### src/hw/rtl/alp_pkg.sv
// Shared definitions for the array list core: field widths, request and
// status codes, and the control bundle for the address unit.
// No dependencies; alp_addr_unit and the core top level use it by scoped names.
package alp_pkg;

	localparam int CAPACITY_DEF   = 16;
	localparam int VALUE_BITS_DEF = 32;

	localparam int REQ_W    = 3;
	localparam int POS_W    = 4;
	localparam int DATA_W   = 32;
	localparam int STATUS_W = 2;
	localparam int COUNT_W  = 5;

	localparam logic [REQ_W-1:0] REQ_APPEND    = 3'd0;
	localparam logic [REQ_W-1:0] REQ_INS_AT    = 3'd1;
	localparam logic [REQ_W-1:0] REQ_INS_AFTER = 3'd2;
	localparam logic [REQ_W-1:0] REQ_REMOVE    = 3'd3;
	localparam logic [REQ_W-1:0] REQ_READ      = 3'd4;

	localparam logic [STATUS_W-1:0] ST_DONE  = 2'd0;
	localparam logic [STATUS_W-1:0] ST_NOPOS = 2'd1;
	localparam logic [STATUS_W-1:0] ST_FULL  = 2'd2;

	typedef struct packed {
		logic load;
		logic step;
		logic down;
	} addr_ctl_t;

endpackage

### src/hw/rtl/alp_mem.sv
// Element storage: one write port and one read port with registered read data.
// Depends on nothing but its parameters.
module alp_mem #(
	parameter int DEPTH = 16,
	parameter int WIDTH = 32,
	parameter int AW    = 4
) (
	input  logic             clk,
	input  logic             we,
	input  logic [AW-1:0]    waddr,
	input  logic [WIDTH-1:0] wdata,
	input  logic [AW-1:0]    raddr,
	output logic [WIDTH-1:0] rdata
);

	logic [WIDTH-1:0] mem_q [DEPTH];
	logic [WIDTH-1:0] rdata_q;

	always_ff @(posedge clk) begin
		if (we) begin
			mem_q[waddr] <= wdata;
		end
		rdata_q <= mem_q[raddr];
	end

	assign rdata = rdata_q;

endmodule

### src/hw/rtl/alp_addr_unit.sv
// Shared address unit: a pointer register with one increment/decrement adder
// and one compare against a limit register. Uses alp_pkg::addr_ctl_t.
module alp_addr_unit #(
	parameter int CW = 5
) (
	input  logic               clk,
	input  logic               arst_n,
	input  alp_pkg::addr_ctl_t ctl,
	input  logic [CW-1:0]      load_ptr,
	input  logic [CW-1:0]      load_lim,
	output logic [CW-1:0]      ptr,
	output logic [CW-1:0]      next,
	output logic               at_lim
);

	logic [CW-1:0] ptr_q;
	logic [CW-1:0] lim_q;

	assign next   = ptr_q + (ctl.down ? {CW{1'b1}} : CW'(1));
	assign at_lim = (ptr_q == lim_q);
	assign ptr    = ptr_q;

	always_ff @(posedge clk or negedge arst_n) begin
		if (!arst_n) begin
			ptr_q <= '0;
			lim_q <= '0;
		end else if (ctl.load) begin
			ptr_q <= load_ptr;
			lim_q <= load_lim;
		end else if (ctl.step) begin
			ptr_q <= next;
		end
	end

endmodule

### src/hw/rtl/array_list_positional_insert_remove_core.sv
// Top level of the bounded array list: request decode, sequencer, result register.
// Depends on alp_pkg, alp_mem and alp_addr_unit.
//
//   channel | valid     | ready     | payload
//   input   | in_valid  | in_ready  | req_type, position, value
//   result  | out_valid | out_ready | status, read_value, element_count
//
// One item is worked on at a time; in_ready is high only while the sequencer is idle.
// A rejected or unused request goes straight to the finish step; an append or insert moves
// the elements from the insert point up by one, last first, then writes the new value; a
// read fetches the element; a remove fetches it, then moves the later elements down by one.
// Each moved element takes its own write on the memory port, so the longest request is a
// remove at position 0 of a full list.
// The result register holds a finished item; the next item is accepted meanwhile and
// its result waits in the sequencer until the register is free.
// Reset clears the count (empty list); stored elements are not cleared.
module array_list_positional_insert_remove_core #(
	parameter int CAPACITY   = alp_pkg::CAPACITY_DEF,
	parameter int VALUE_BITS = alp_pkg::VALUE_BITS_DEF
) (
	input  logic                                clk,
	input  logic                                arst_n,
	input  logic                                in_valid,
	output logic                                in_ready,
	input  logic        [alp_pkg::REQ_W-1:0]    req_type,
	input  logic        [alp_pkg::POS_W-1:0]    position,
	input  logic signed [alp_pkg::DATA_W-1:0]   value,
	output logic                                out_valid,
	input  logic                                out_ready,
	output logic        [alp_pkg::STATUS_W-1:0] status,
	output logic signed [alp_pkg::DATA_W-1:0]   read_value,
	output logic        [alp_pkg::COUNT_W-1:0]  element_count
);

	localparam int CW   = $clog2(CAPACITY + 1);
	localparam int AW   = $clog2(CAPACITY);
	localparam int CMPW = (CW > alp_pkg::POS_W) ? CW : alp_pkg::POS_W;

	typedef enum logic [2:0] {
		S_IDLE,
		S_OPEN,
		S_RD,
		S_RD2,
		S_CLOSE,
		S_FINISH
	} state_t;

	state_t                          state_q;
	logic [CW-1:0]                   count_q;
	logic                            rm_q;
	logic [VALUE_BITS-1:0]           val_q;
	logic [VALUE_BITS-1:0]           rd_q;
	logic [alp_pkg::STATUS_W-1:0]    st_q;
	logic                            pend_s1;
	logic [AW-1:0]                   wa_s1;
	logic                            out_valid_q;
	logic [alp_pkg::STATUS_W-1:0]    out_st_q;
	logic [alp_pkg::DATA_W-1:0]      out_rd_q;
	logic [CW-1:0]                   out_cnt_q;

	alp_pkg::addr_ctl_t              actl;
	logic [CW-1:0]                   load_ptr;
	logic [CW-1:0]                   load_lim;
	logic [CW-1:0]                   ptr;
	logic [CW-1:0]                   next;
	logic                            at_lim;

	logic                            mem_we;
	logic [AW-1:0]                   mem_waddr;
	logic [VALUE_BITS-1:0]           mem_wdata;
	logic [AW-1:0]                   mem_raddr;
	logic [VALUE_BITS-1:0]           mem_rdata;

	logic [CMPW-1:0]                 pos_c;
	logic [CMPW-1:0]                 cnt_c;
	logic                            pos_ok;
	logic                            full;
	logic                            accept;

	assign in_ready = (state_q == S_IDLE);
	assign accept   = in_valid && in_ready;

	assign pos_c  = CMPW'(position);
	assign cnt_c  = CMPW'(count_q);
	assign pos_ok = (pos_c < cnt_c);
	assign full   = (count_q == CW'(CAPACITY));

	// Start values for the address unit. Inserts walk down from the count to the
	// insert point; remove and read start at the position, and a remove walks up to the last element.
	always_comb begin
		load_ptr = count_q;
		load_lim = count_q;
		case (req_type)
			alp_pkg::REQ_INS_AT: begin
				load_lim = CW'(pos_c);
			end
			alp_pkg::REQ_INS_AFTER: begin
				load_lim = CW'(pos_c + CMPW'(1));
			end
			alp_pkg::REQ_REMOVE, alp_pkg::REQ_READ: begin
				load_ptr = CW'(pos_c);
				load_lim = count_q - CW'(1);
			end
			default: begin
				load_ptr = count_q;
				load_lim = count_q;
			end
		endcase
	end

	always_comb begin
		actl.load = accept;
		actl.step = ((state_q == S_OPEN) || (state_q == S_CLOSE)) && !at_lim;
		actl.down = (state_q == S_OPEN);
	end

	alp_addr_unit #(
		.CW(CW)
	) u_addr (
		.clk      (clk),
		.arst_n   (arst_n),
		.ctl      (actl),
		.load_ptr (load_ptr),
		.load_lim (load_lim),
		.ptr      (ptr),
		.next     (next),
		.at_lim   (at_lim)
	);

	// A pending move writes the element read in the previous cycle; the new value
	// goes in at the insert point once all moves have landed.
	always_comb begin
		mem_we    = 1'b0;
		mem_waddr = wa_s1;
		mem_wdata = mem_rdata;
		mem_raddr = (state_q == S_RD) ? ptr[AW-1:0] : next[AW-1:0];
		if ((state_q == S_OPEN) || (state_q == S_CLOSE)) begin
			if (pend_s1) begin
				mem_we = 1'b1;
			end else if ((state_q == S_OPEN) && at_lim) begin
				mem_we    = 1'b1;
				mem_waddr = ptr[AW-1:0];
				mem_wdata = val_q;
			end
		end
	end

	alp_mem #(
		.DEPTH (CAPACITY),
		.WIDTH (VALUE_BITS),
		.AW    (AW)
	) u_mem (
		.clk   (clk),
		.we    (mem_we),
		.waddr (mem_waddr),
		.wdata (mem_wdata),
		.raddr (mem_raddr),
		.rdata (mem_rdata)
	);

	always_ff @(posedge clk or negedge arst_n) begin
		if (!arst_n) begin
			state_q     <= S_IDLE;
			count_q     <= '0;
			rm_q        <= 1'b0;
			val_q       <= '0;
			rd_q        <= '0;
			st_q        <= alp_pkg::ST_DONE;
			pend_s1     <= 1'b0;
			wa_s1       <= '0;
			out_valid_q <= 1'b0;
			out_st_q    <= alp_pkg::ST_DONE;
			out_rd_q    <= '0;
			out_cnt_q   <= '0;
		end else begin
			// The finish step refills the register itself when it hands over a result.
			if (out_valid_q && out_ready && (state_q != S_FINISH)) begin
				out_valid_q <= 1'b0;
			end
			case (state_q)
				S_IDLE: begin
					if (in_valid) begin
						rm_q    <= (req_type == alp_pkg::REQ_REMOVE);
						val_q   <= VALUE_BITS'(value);
						rd_q    <= '0;
						pend_s1 <= 1'b0;
						case (req_type)
							alp_pkg::REQ_APPEND: begin
								if (full) begin
									st_q    <= alp_pkg::ST_FULL;
									state_q <= S_FINISH;
								end else begin
									st_q    <= alp_pkg::ST_DONE;
									state_q <= S_OPEN;
								end
							end
							alp_pkg::REQ_INS_AT, alp_pkg::REQ_INS_AFTER: begin
								if (!pos_ok) begin
									st_q    <= alp_pkg::ST_NOPOS;
									state_q <= S_FINISH;
								end else if (full) begin
									st_q    <= alp_pkg::ST_FULL;
									state_q <= S_FINISH;
								end else begin
									st_q    <= alp_pkg::ST_DONE;
									state_q <= S_OPEN;
								end
							end
							alp_pkg::REQ_REMOVE, alp_pkg::REQ_READ: begin
								if (!pos_ok) begin
									st_q    <= alp_pkg::ST_NOPOS;
									state_q <= S_FINISH;
								end else begin
									st_q    <= alp_pkg::ST_DONE;
									state_q <= S_RD;
								end
							end
							default: begin
								st_q    <= alp_pkg::ST_DONE;
								state_q <= S_FINISH;
							end
						endcase
					end
				end
				S_OPEN: begin
					pend_s1 <= !at_lim;
					wa_s1   <= ptr[AW-1:0];
					if (!pend_s1 && at_lim) begin
						count_q <= count_q + CW'(1);
						state_q <= S_FINISH;
					end
				end
				S_RD: begin
					state_q <= S_RD2;
				end
				S_RD2: begin
					rd_q    <= mem_rdata;
					state_q <= rm_q ? S_CLOSE : S_FINISH;
				end
				S_CLOSE: begin
					pend_s1 <= !at_lim;
					wa_s1   <= ptr[AW-1:0];
					if (!pend_s1 && at_lim) begin
						count_q <= count_q - CW'(1);
						state_q <= S_FINISH;
					end
				end
				S_FINISH: begin
					if (!out_valid_q || out_ready) begin
						out_valid_q <= 1'b1;
						out_st_q    <= st_q;
						out_rd_q    <= alp_pkg::DATA_W'(rd_q);
						out_cnt_q   <= count_q;
						state_q     <= S_IDLE;
					end
				end
				default: begin
					state_q <= S_IDLE;
				end
			endcase
		end
	end

	assign out_valid     = out_valid_q;
	assign status        = out_st_q;
	assign read_value    = out_rd_q;
	assign element_count = alp_pkg::COUNT_W'(out_cnt_q);

`ifndef SYNTHESIS
	a_count_bound: assert property (@(posedge clk) disable iff (!arst_n)
		count_q <= CW'(CAPACITY))
		else $error("element count exceeds capacity");

	a_busy_after_accept: assert property (@(posedge clk) disable iff (!arst_n)
		accept |=> !in_ready)
		else $error("ready stayed high after an accepted item");

	a_count_step: assert property (@(posedge clk) disable iff (!arst_n)
		(count_q == $past(count_q)) || (count_q == $past(count_q) + CW'(1)) ||
		(count_q == $past(count_q) - CW'(1)))
		else $error("element count moved by more than one");

	a_write_in_range: assert property (@(posedge clk) disable iff (!arst_n)
		mem_we |-> (CW'(mem_waddr) <= count_q))
		else $error("write beyond the end of the list");

	a_full_status: assert property (@(posedge clk) disable iff (!arst_n)
		(out_valid_q && (out_st_q == alp_pkg::ST_FULL)) |-> (out_cnt_q == CW'(CAPACITY)))
		else $error("full status reported on a list that is not full");
`endif

endmodule

### config.mk
export PLATFORM = sky130hd
export DESIGN_NAME = array_list_positional_insert_remove_core
export DESIGN_NICKNAME = d
export VERILOG_FILES = /design/src/hw/rtl/alp_pkg.sv /design/src/hw/rtl/alp_mem.sv /design/src/hw/rtl/alp_addr_unit.sv /design/src/hw/rtl/array_list_positional_insert_remove_core.sv
export SDC_FILE = /design/constraint.sdc
export NUM_CORES = 1
export LEC_CHECK = 0
export ABC_AREA = 1
export BUFFER_PORTS_ARGS = -buffer_cell sky130_fd_sc_hd__clkbuf_2
export CAP_MARGIN = 20
export CORE_MARGIN = 10
export CORE_UTILIZATION = 40
export CTS_CLUSTER_SIZE = 20
export DETAILED_ROUTE_END_ITERATION = 10
export PLACE_DENSITY = 0.6
export SLEW_MARGIN = 20
export SYNTH_ARGS = -nofsm -noshare
export SYNTH_HDL_FRONTEND = slang
export SYNTH_SLANG_ARGS = --single-unit
### constraint.sdc
create_clock -name clk -period 4.3 [get_ports clk]
set_input_delay 0.43 -clock clk [delete_from_list [all_inputs] [get_ports clk]]
set_output_delay 0.43 -clock clk [all_outputs]
set_load 0.1 [all_outputs]
== Word level (Yosys, flattened, before mapping) ==
Memories as Yosys holds them, arrays and structs flattened. A register that Yosys moved wholly into a read port is not among the register bits.
Index checks and enable logic that the tools add are counted.
Operators by class
  reductions and logical operators: 26
  $lt $le $gt $ge: 1
  add/subtract/negate cells: 4
  equality and inequality tests: 17
  muxes and demuxes: 40
Operators with widths (number)
  $mux W32: 4
  $pmux W32 S2: 1
  $mux W5: 6
  $mux W3: 6
  $mux W4: 4
  $pmux W3 S5: 1
  $pmux W5 S3: 1
  $eq A3 B2 Y1 const B: 4
  $mux W1: 11
  $pmux W5 S2: 1
  $eq A3 B3 Y1 const B: 3
  $pmux W3 S3: 1
  $reduce_and A2 Y1: 4
  $reduce_bool A2 Y1: 4
  $eq A3 B1 Y1 const B: 2
  $logic_and A1 B1 Y1: 6
  $logic_not A3 Y1: 2
  $ne A2 B2 Y1 const B: 3
  $pmux W2 S3: 1
  $reduce_and A3 Y1: 2
  $reduce_or A2 Y1: 3
  $add A4 B1 Y5 const B: 1
  $add A5 B1 Y5 const B: 1
  $add A5 B5 Y5: 1
  10 further kinds: 15
Word-level totals
  register bits after elaboration: 130
  input bits: 43
  memories: 1
  output and inout bits: 41
  word-level logic and storage cells: 103
  bits in writable memories: 512
Memory list
  u_mem.mem_q: words 16, width 32, read ports 1, clocked after Yosys merged registers in 1, wr ports 1, RTL line alp_mem.sv:16  | logic [WIDTH-1:0] mem_q [DEPTH];

== Depth between registers and ports, before layout ==
  word-level depth: 7
  depth in mapped cells: 14
  gate-level depth less buffers: 12

== Modules after synthesis ==
From an unflattened synthesis, not the netlist that was laid out.
Second synthesis, totals
  cell total of the unflattened synthesis: 2875
  area total of the unflattened synthesis: 28954.0 um^2
Modules (own cells, without submodules)
  alp_mem: times used 1, area each 22730.6 um^2, cells each 2120, sequential area each 16015.4 um^2
  array_list_positional_insert_remove_core: times used 1, area each 5562.8 um^2, cells each 677, sequential area each 3002.9 um^2
  alp_addr_unit: times used 1, area each 660.6 um^2, cells each 78, sequential area each 250.2 um^2

== Least setup slack after synthesis ==
OpenSTA, ideal clock, no wires.
  path kind: reg2reg
  from: reg u_addr.ptr_q[0], in the netlist u_addr.ptr[0]
  to: mem u_mem.mem_q[0][0], enable pin
  setup time: 0.421 ns
  period minus slack after synthesis: 3.179 ns
  arrival: 2.758 ns
  stages on the path, launching flop included: 11
  data required time: 3.879 ns
  buffers on the path: 1
  setup slack: 1.121 ns
  cell sequence: dfrtp_1 -> buf_2 -> xnor2_1 -> nand2_1 -> nor2_1 -> nand4_1 -> nand2_1 -> nand2_1 -> inv_1 -> nand2_1 -> nor2_1
Between the ends
  longest elaborated chain between the ends: 7
  elaborated cells between the ends (all ways): 10
  those cells by class: 1 x eq/ne; 8 x mux; 1 x reduce/logical
RTL lines
  start: declaration: RTL line alp_addr_unit.sv:16  | logic [CW-1:0] ptr_q;
  start signal: assignment: RTL line alp_addr_unit.sv:28  | ptr_q <= load_ptr;
  start signal: assignment: RTL line alp_addr_unit.sv:31  | ptr_q <= next;
  $eq A5 B5 Y1: RTL line alp_addr_unit.sv:20  | assign at_lim = (ptr_q == lim_q);
  $logic_and A1 B1 Y1: RTL line array_list_positional_insert_remove_core.sv:140  | end else if ((state_q == S_OPEN) && at_lim) begin
  $mux W1: RTL line array_list_positional_insert_remove_core.sv:140
  $mux W1: RTL line array_list_positional_insert_remove_core.sv:138  | if (pend_s1) begin
  $mux W1: RTL line array_list_positional_insert_remove_core.sv:137  | if ((state_q == S_OPEN) || (state_q == S_CLOSE)) begin
  $mux W1: RTL line alp_mem.sv:20  | if (we) begin
  $mux W1 (not written as such): RTL line alp_mem.sv:21  | mem_q[waddr] <= wdata;
  end: declaration: RTL line alp_mem.sv:16
Several ways; a longest one is shown, not always the timed one.

== Worst setup path in the final report ==
  from: reg state_q[0]
  to: reg u_mem.rdata_q[16], in the netlist u_mem.rdata[16] (read register of u_mem.mem_q)
Between the ends
  longest elaborated chain between the ends: 4
  elaborated cells between the ends (all ways): 5
  those cells by class: 1 x add/sub; 2 x eq/ne; 2 x mux
RTL lines
  start: declaration: RTL line array_list_positional_insert_remove_core.sv:48  | state_t state_q;
  start signal: assignment: RTL line array_list_positional_insert_remove_core.sv:238  | state_q <= rm_q ? S_CLOSE : S_FINISH;
  $eq A3 B1 Y1: RTL line array_list_positional_insert_remove_core.sv:114  | actl.down = (state_q == S_OPEN);
  $mux W5: RTL line alp_addr_unit.sv:19  | assign next = ptr_q + (ctl.down ? {CW{1'b1}} : CW'(1));
  $add A5 B5 Y5: RTL line alp_addr_unit.sv:19
  $mux W4 (*): RTL line array_list_positional_insert_remove_core.sv:136  | mem_raddr = (state_q == S_RD) ? ptr[AW-1:0] : next[AW-1:0];
  end: declaration: RTL line alp_mem.sv:17  | logic [WIDTH-1:0] rdata_q;
Every way passes the cells marked *; elsewhere a longest branch is shown, timed or not.
A chain may end at the register's enable or synchronous reset.

==> impl_metrics.env <==
export IMPL_viasPerCell=5.061
export IMPL_drt_iter0_drc=1446
export IMPL_insertion_delay_ns=0.60
export IMPL_final_cell_area_um2=32410
export IMPL_yosys_cell_count_top_type="nand2_1"
export IMPL_hpwl_um=40010
export IMPL_min_path_type="in2reg"
export IMPL_synth_simple_gate_area_share_pct=19.62
export IMPL_ys_ff_latch=674
export IMPL_placed_cell_area_um2=30130
export IMPL_hold_path_end="val_q[24]$_DFFE_PN0P_"
export IMPL_cp_max_fo=39
export IMPL_ant_nets=0
export IMPL_crit_type="reg2reg"
export IMPL_synth_compound_area_share_pct=5.006
export IMPL_yosys_warnings=0
export IMPL_setup_violations=0
export IMPL_gp_congestion=0.8188
export IMPL_synth_edf_count=512
export IMPL_finalSetupTns_ns=0
export IMPL_routed_wl_um=72020
export IMPL_cts_clk_slew_worst_paths_ns=0.06
export IMPL_seq_area_frac_synth_pct=68.04
export IMPL_max_freq_mhz=301.6
export IMPL_grt_pass1_wl_um=111200
export IMPL_coreArea_um2=70150
export IMPL_overflow=0
export IMPL_slew_viol_final=0
export IMPL_synth_cell_types=41
export IMPL_port_buffers=83
export IMPL_synth_common_cells="nand2_1 (912), edfxtp_1 (512), nand3_1 (278), inv_1 (264), dfrtp_1 (130)"
export IMPL_seqCellArea_um2=19270
export IMPL_tightest_slew_ns=1.043
export IMPL_grt_pass1_vias=18640
export IMPL_finClkSkew_ns=0.02143
export IMPL_required_ns=4.84
export IMPL_layout_drive_gt1_share_pct=10.56
export IMPL_n_fill_cell=6485
export IMPL_worstPathArrival_ns=3.85
export IMPL_yosysTopAreaCellShare_pct=54.29
export IMPL_synth_adder_area_share_pct=0.5125
export IMPL_status="completed"
export IMPL_yosys_area_top_type="edfxtp_1"
export IMPL_cp_startpoint="state_q[0]$_DFFE_PN0P_"
export IMPL_synthTopCellsByArea="edfxtp_1 (54%), nand2_1 (12%), dfrtp_1 (11%), nand3_1 (4.9%), inv_1 (3.5%)"
export IMPL_syn_to_final_growth_pct=14.44
export IMPL_drcViolationCount=0
export IMPL_synthFlopType="edfxtp_1"
export IMPL_final_nets=2820
export IMPL_finalHoldViolations=0
export IMPL_reg2reg_from="state_q[0]$_DFFE_PN0P_"
export IMPL_synthMuxAreaShare_pct=0.1193
export IMPL_syn_avg_cell_area_um2=10.57
export IMPL_ioPinCount=84
export IMPL_multiInputGateArea_um2=7461
export IMPL_clkSinkCount=674
export IMPL_syn_nets=2732
export IMPL_synth_cells=2678
export IMPL_vias=19050
export IMPL_synth_xor_area_share_pct=0.4639
export IMPL_finalCriticalPeriod_ns=3.315
export IMPL_async_flop_share_pct=19.29
export IMPL_grt_max_degree=122
export IMPL_dr_pass1_iters=7
export IMPL_timing_final_crit_share_pct=77.10
export IMPL_crit_path_end_kind="flip-flop"
export IMPL_grtUsageTotal_pct=17.42
export IMPL_hold_depth=3
export IMPL_routedWlPerCell_um=19.13
export IMPL_r2r_end="u_mem.rdata[16]$_DFF_P_"
export IMPL_start_util_pct=40.37
export IMPL_dieHeight_um=286.1
export IMPL_syn_area_um2=28320
export IMPL_dieArea_um2=81840
export IMPL_cts_tree="done"
export IMPL_maxCapViolCount=0
export IMPL_r2r_cells=13
export IMPL_r2r_slack_ns=0.98
export IMPL_antenna_found_initial=1
export IMPL_start_kind="flip-flop"
export IMPL_synth_top_family_by_area="simple AND/OR/NAND/NOR gates"
export IMPL_htree_num_levels=3
export IMPL_num_rows=97
export IMPL_die_w_um=286.1
export IMPL_clockBufferDepth=3
export IMPL_min_from="value[24]"
export IMPL_cts_buffers=69
export IMPL_root_buffer="clkbuf_16"
export IMPL_max_slew_margin_rel_pct=30.43
export IMPL_rsz0062_at_grt="no"
cell usage in the layout (no fill, tap or decap), types with 18 or more instances in the layout:
cell       count
clkbuf_2      82
nand2_1      908
o21ai_0      121
nor2_4        18
o211ai_1      35
nand3b_1      64
nand3_1      278
dfrtp_1      130
nor2_1        19
o21ai_1       43
o22ai_1       34
inv_1        262
buf_4         60
dfxtp_1       32
edfxtp_1     512
clkbuf_1      26
clkbuf_16     73
worst max-delay path, cell delays in order, from the launching register on:
cell and delay (ns):
dfrtp_1 0.45, nand2_1 0.12, nor2_1 0.10, buf_4 0.21, fa_1 0.48, nand2_1 0.14, o21ai_4 0.19, buf_16 0.23
inv_4 0.38, buf_4 0.50, nand3_1 0.15, nand3_1 0.11, nand3_1 0.08, nand2_1 0.09
timing repair:
| action | 4_1_cts | 5_1_grt |
|---|---|---|
| hold buffers | 1 | 0 |
| hold endpoints to repair | 79 | 0 |
| buffers inserted | 0 | 0 |
| resized for setup | 0 | 0 |
worst max path at each step:
stage / endpoint / slack, ns / cells past startpoint
finish: u_mem.rdata[16]$_DFF_P_ / 0.98 / 13
global route: u_mem.rdata[12]$_DFF_P_ / 0.75 / 13
CTS: u_mem.rdata[16]$_DFF_P_ / 1.01 / 13
detailed placement: u_mem.rdata[16]$_DFF_P_ / 1.03 / 13
global placement: u_mem.rdata[13]$_DFF_P_ / 1.04 / 12
floorplan: u_mem.mem_q[0][0]$_DFFE_PP_ / 1.12 / 10
layout make-up:
type                            instances  area share (%)
Antenna cell                            1        0.007722
Clock buffer                          106           6.216
Clock inverter                         22          0.7876
Inverter                              271           3.147
Multi-Input combinational cell       1590           23.02
Sequential cell                       674           59.46
Tap cell                              940           3.629
Timing Repair Buffer                  160           3.733
routing by layer:
layer  up-vias  routed length (µm)  track usage (%)
met4         2                2126            6.475
met3       116                4024            2.442
met1      9183               30950            22.51
li1       9150                   -                -
met5         -                  10                0
met2       600               34910            29.47
kinds of logic after synthesis:
logic type / Yosys count
simple gates: 1309
xor+xnor: 15
compound gates: 252
mux: 3
buf+inv: 414
fa+ha+maj: 11
flops: 674
sequential cells by signal, summed over array words and instances (netlist names):
register	count
cnt_c	5
element_count	5
out_valid	1
pend_s1	1
rd_q	32
read_value	32
rm_q	1
st_q	2
state_q	3
status	2
u_addr.lim_q	5
u_addr.ptr	5
u_mem.mem_q	512
u_mem.rdata	32
val_q	32
wa_s1	4
metrics by stage:
step,hold slack [ns],cells,util (%),setup slack [ns]
floorplan,0.1344,2678,-,1.121
global placement,0.4547,3633,42.90,1.035
detailed placement,0.4583,3634,42.94,1.031
CTS,0.009520,3763,46.19,1.009
global route,0.02887,3763,46.19,0.7461
finish,0.04245,3764,46.20,0.9848
Power is left out: the tool's default activity adds up to more than one toggle a clock period on the data nets, which glitch-free logic cannot reach.
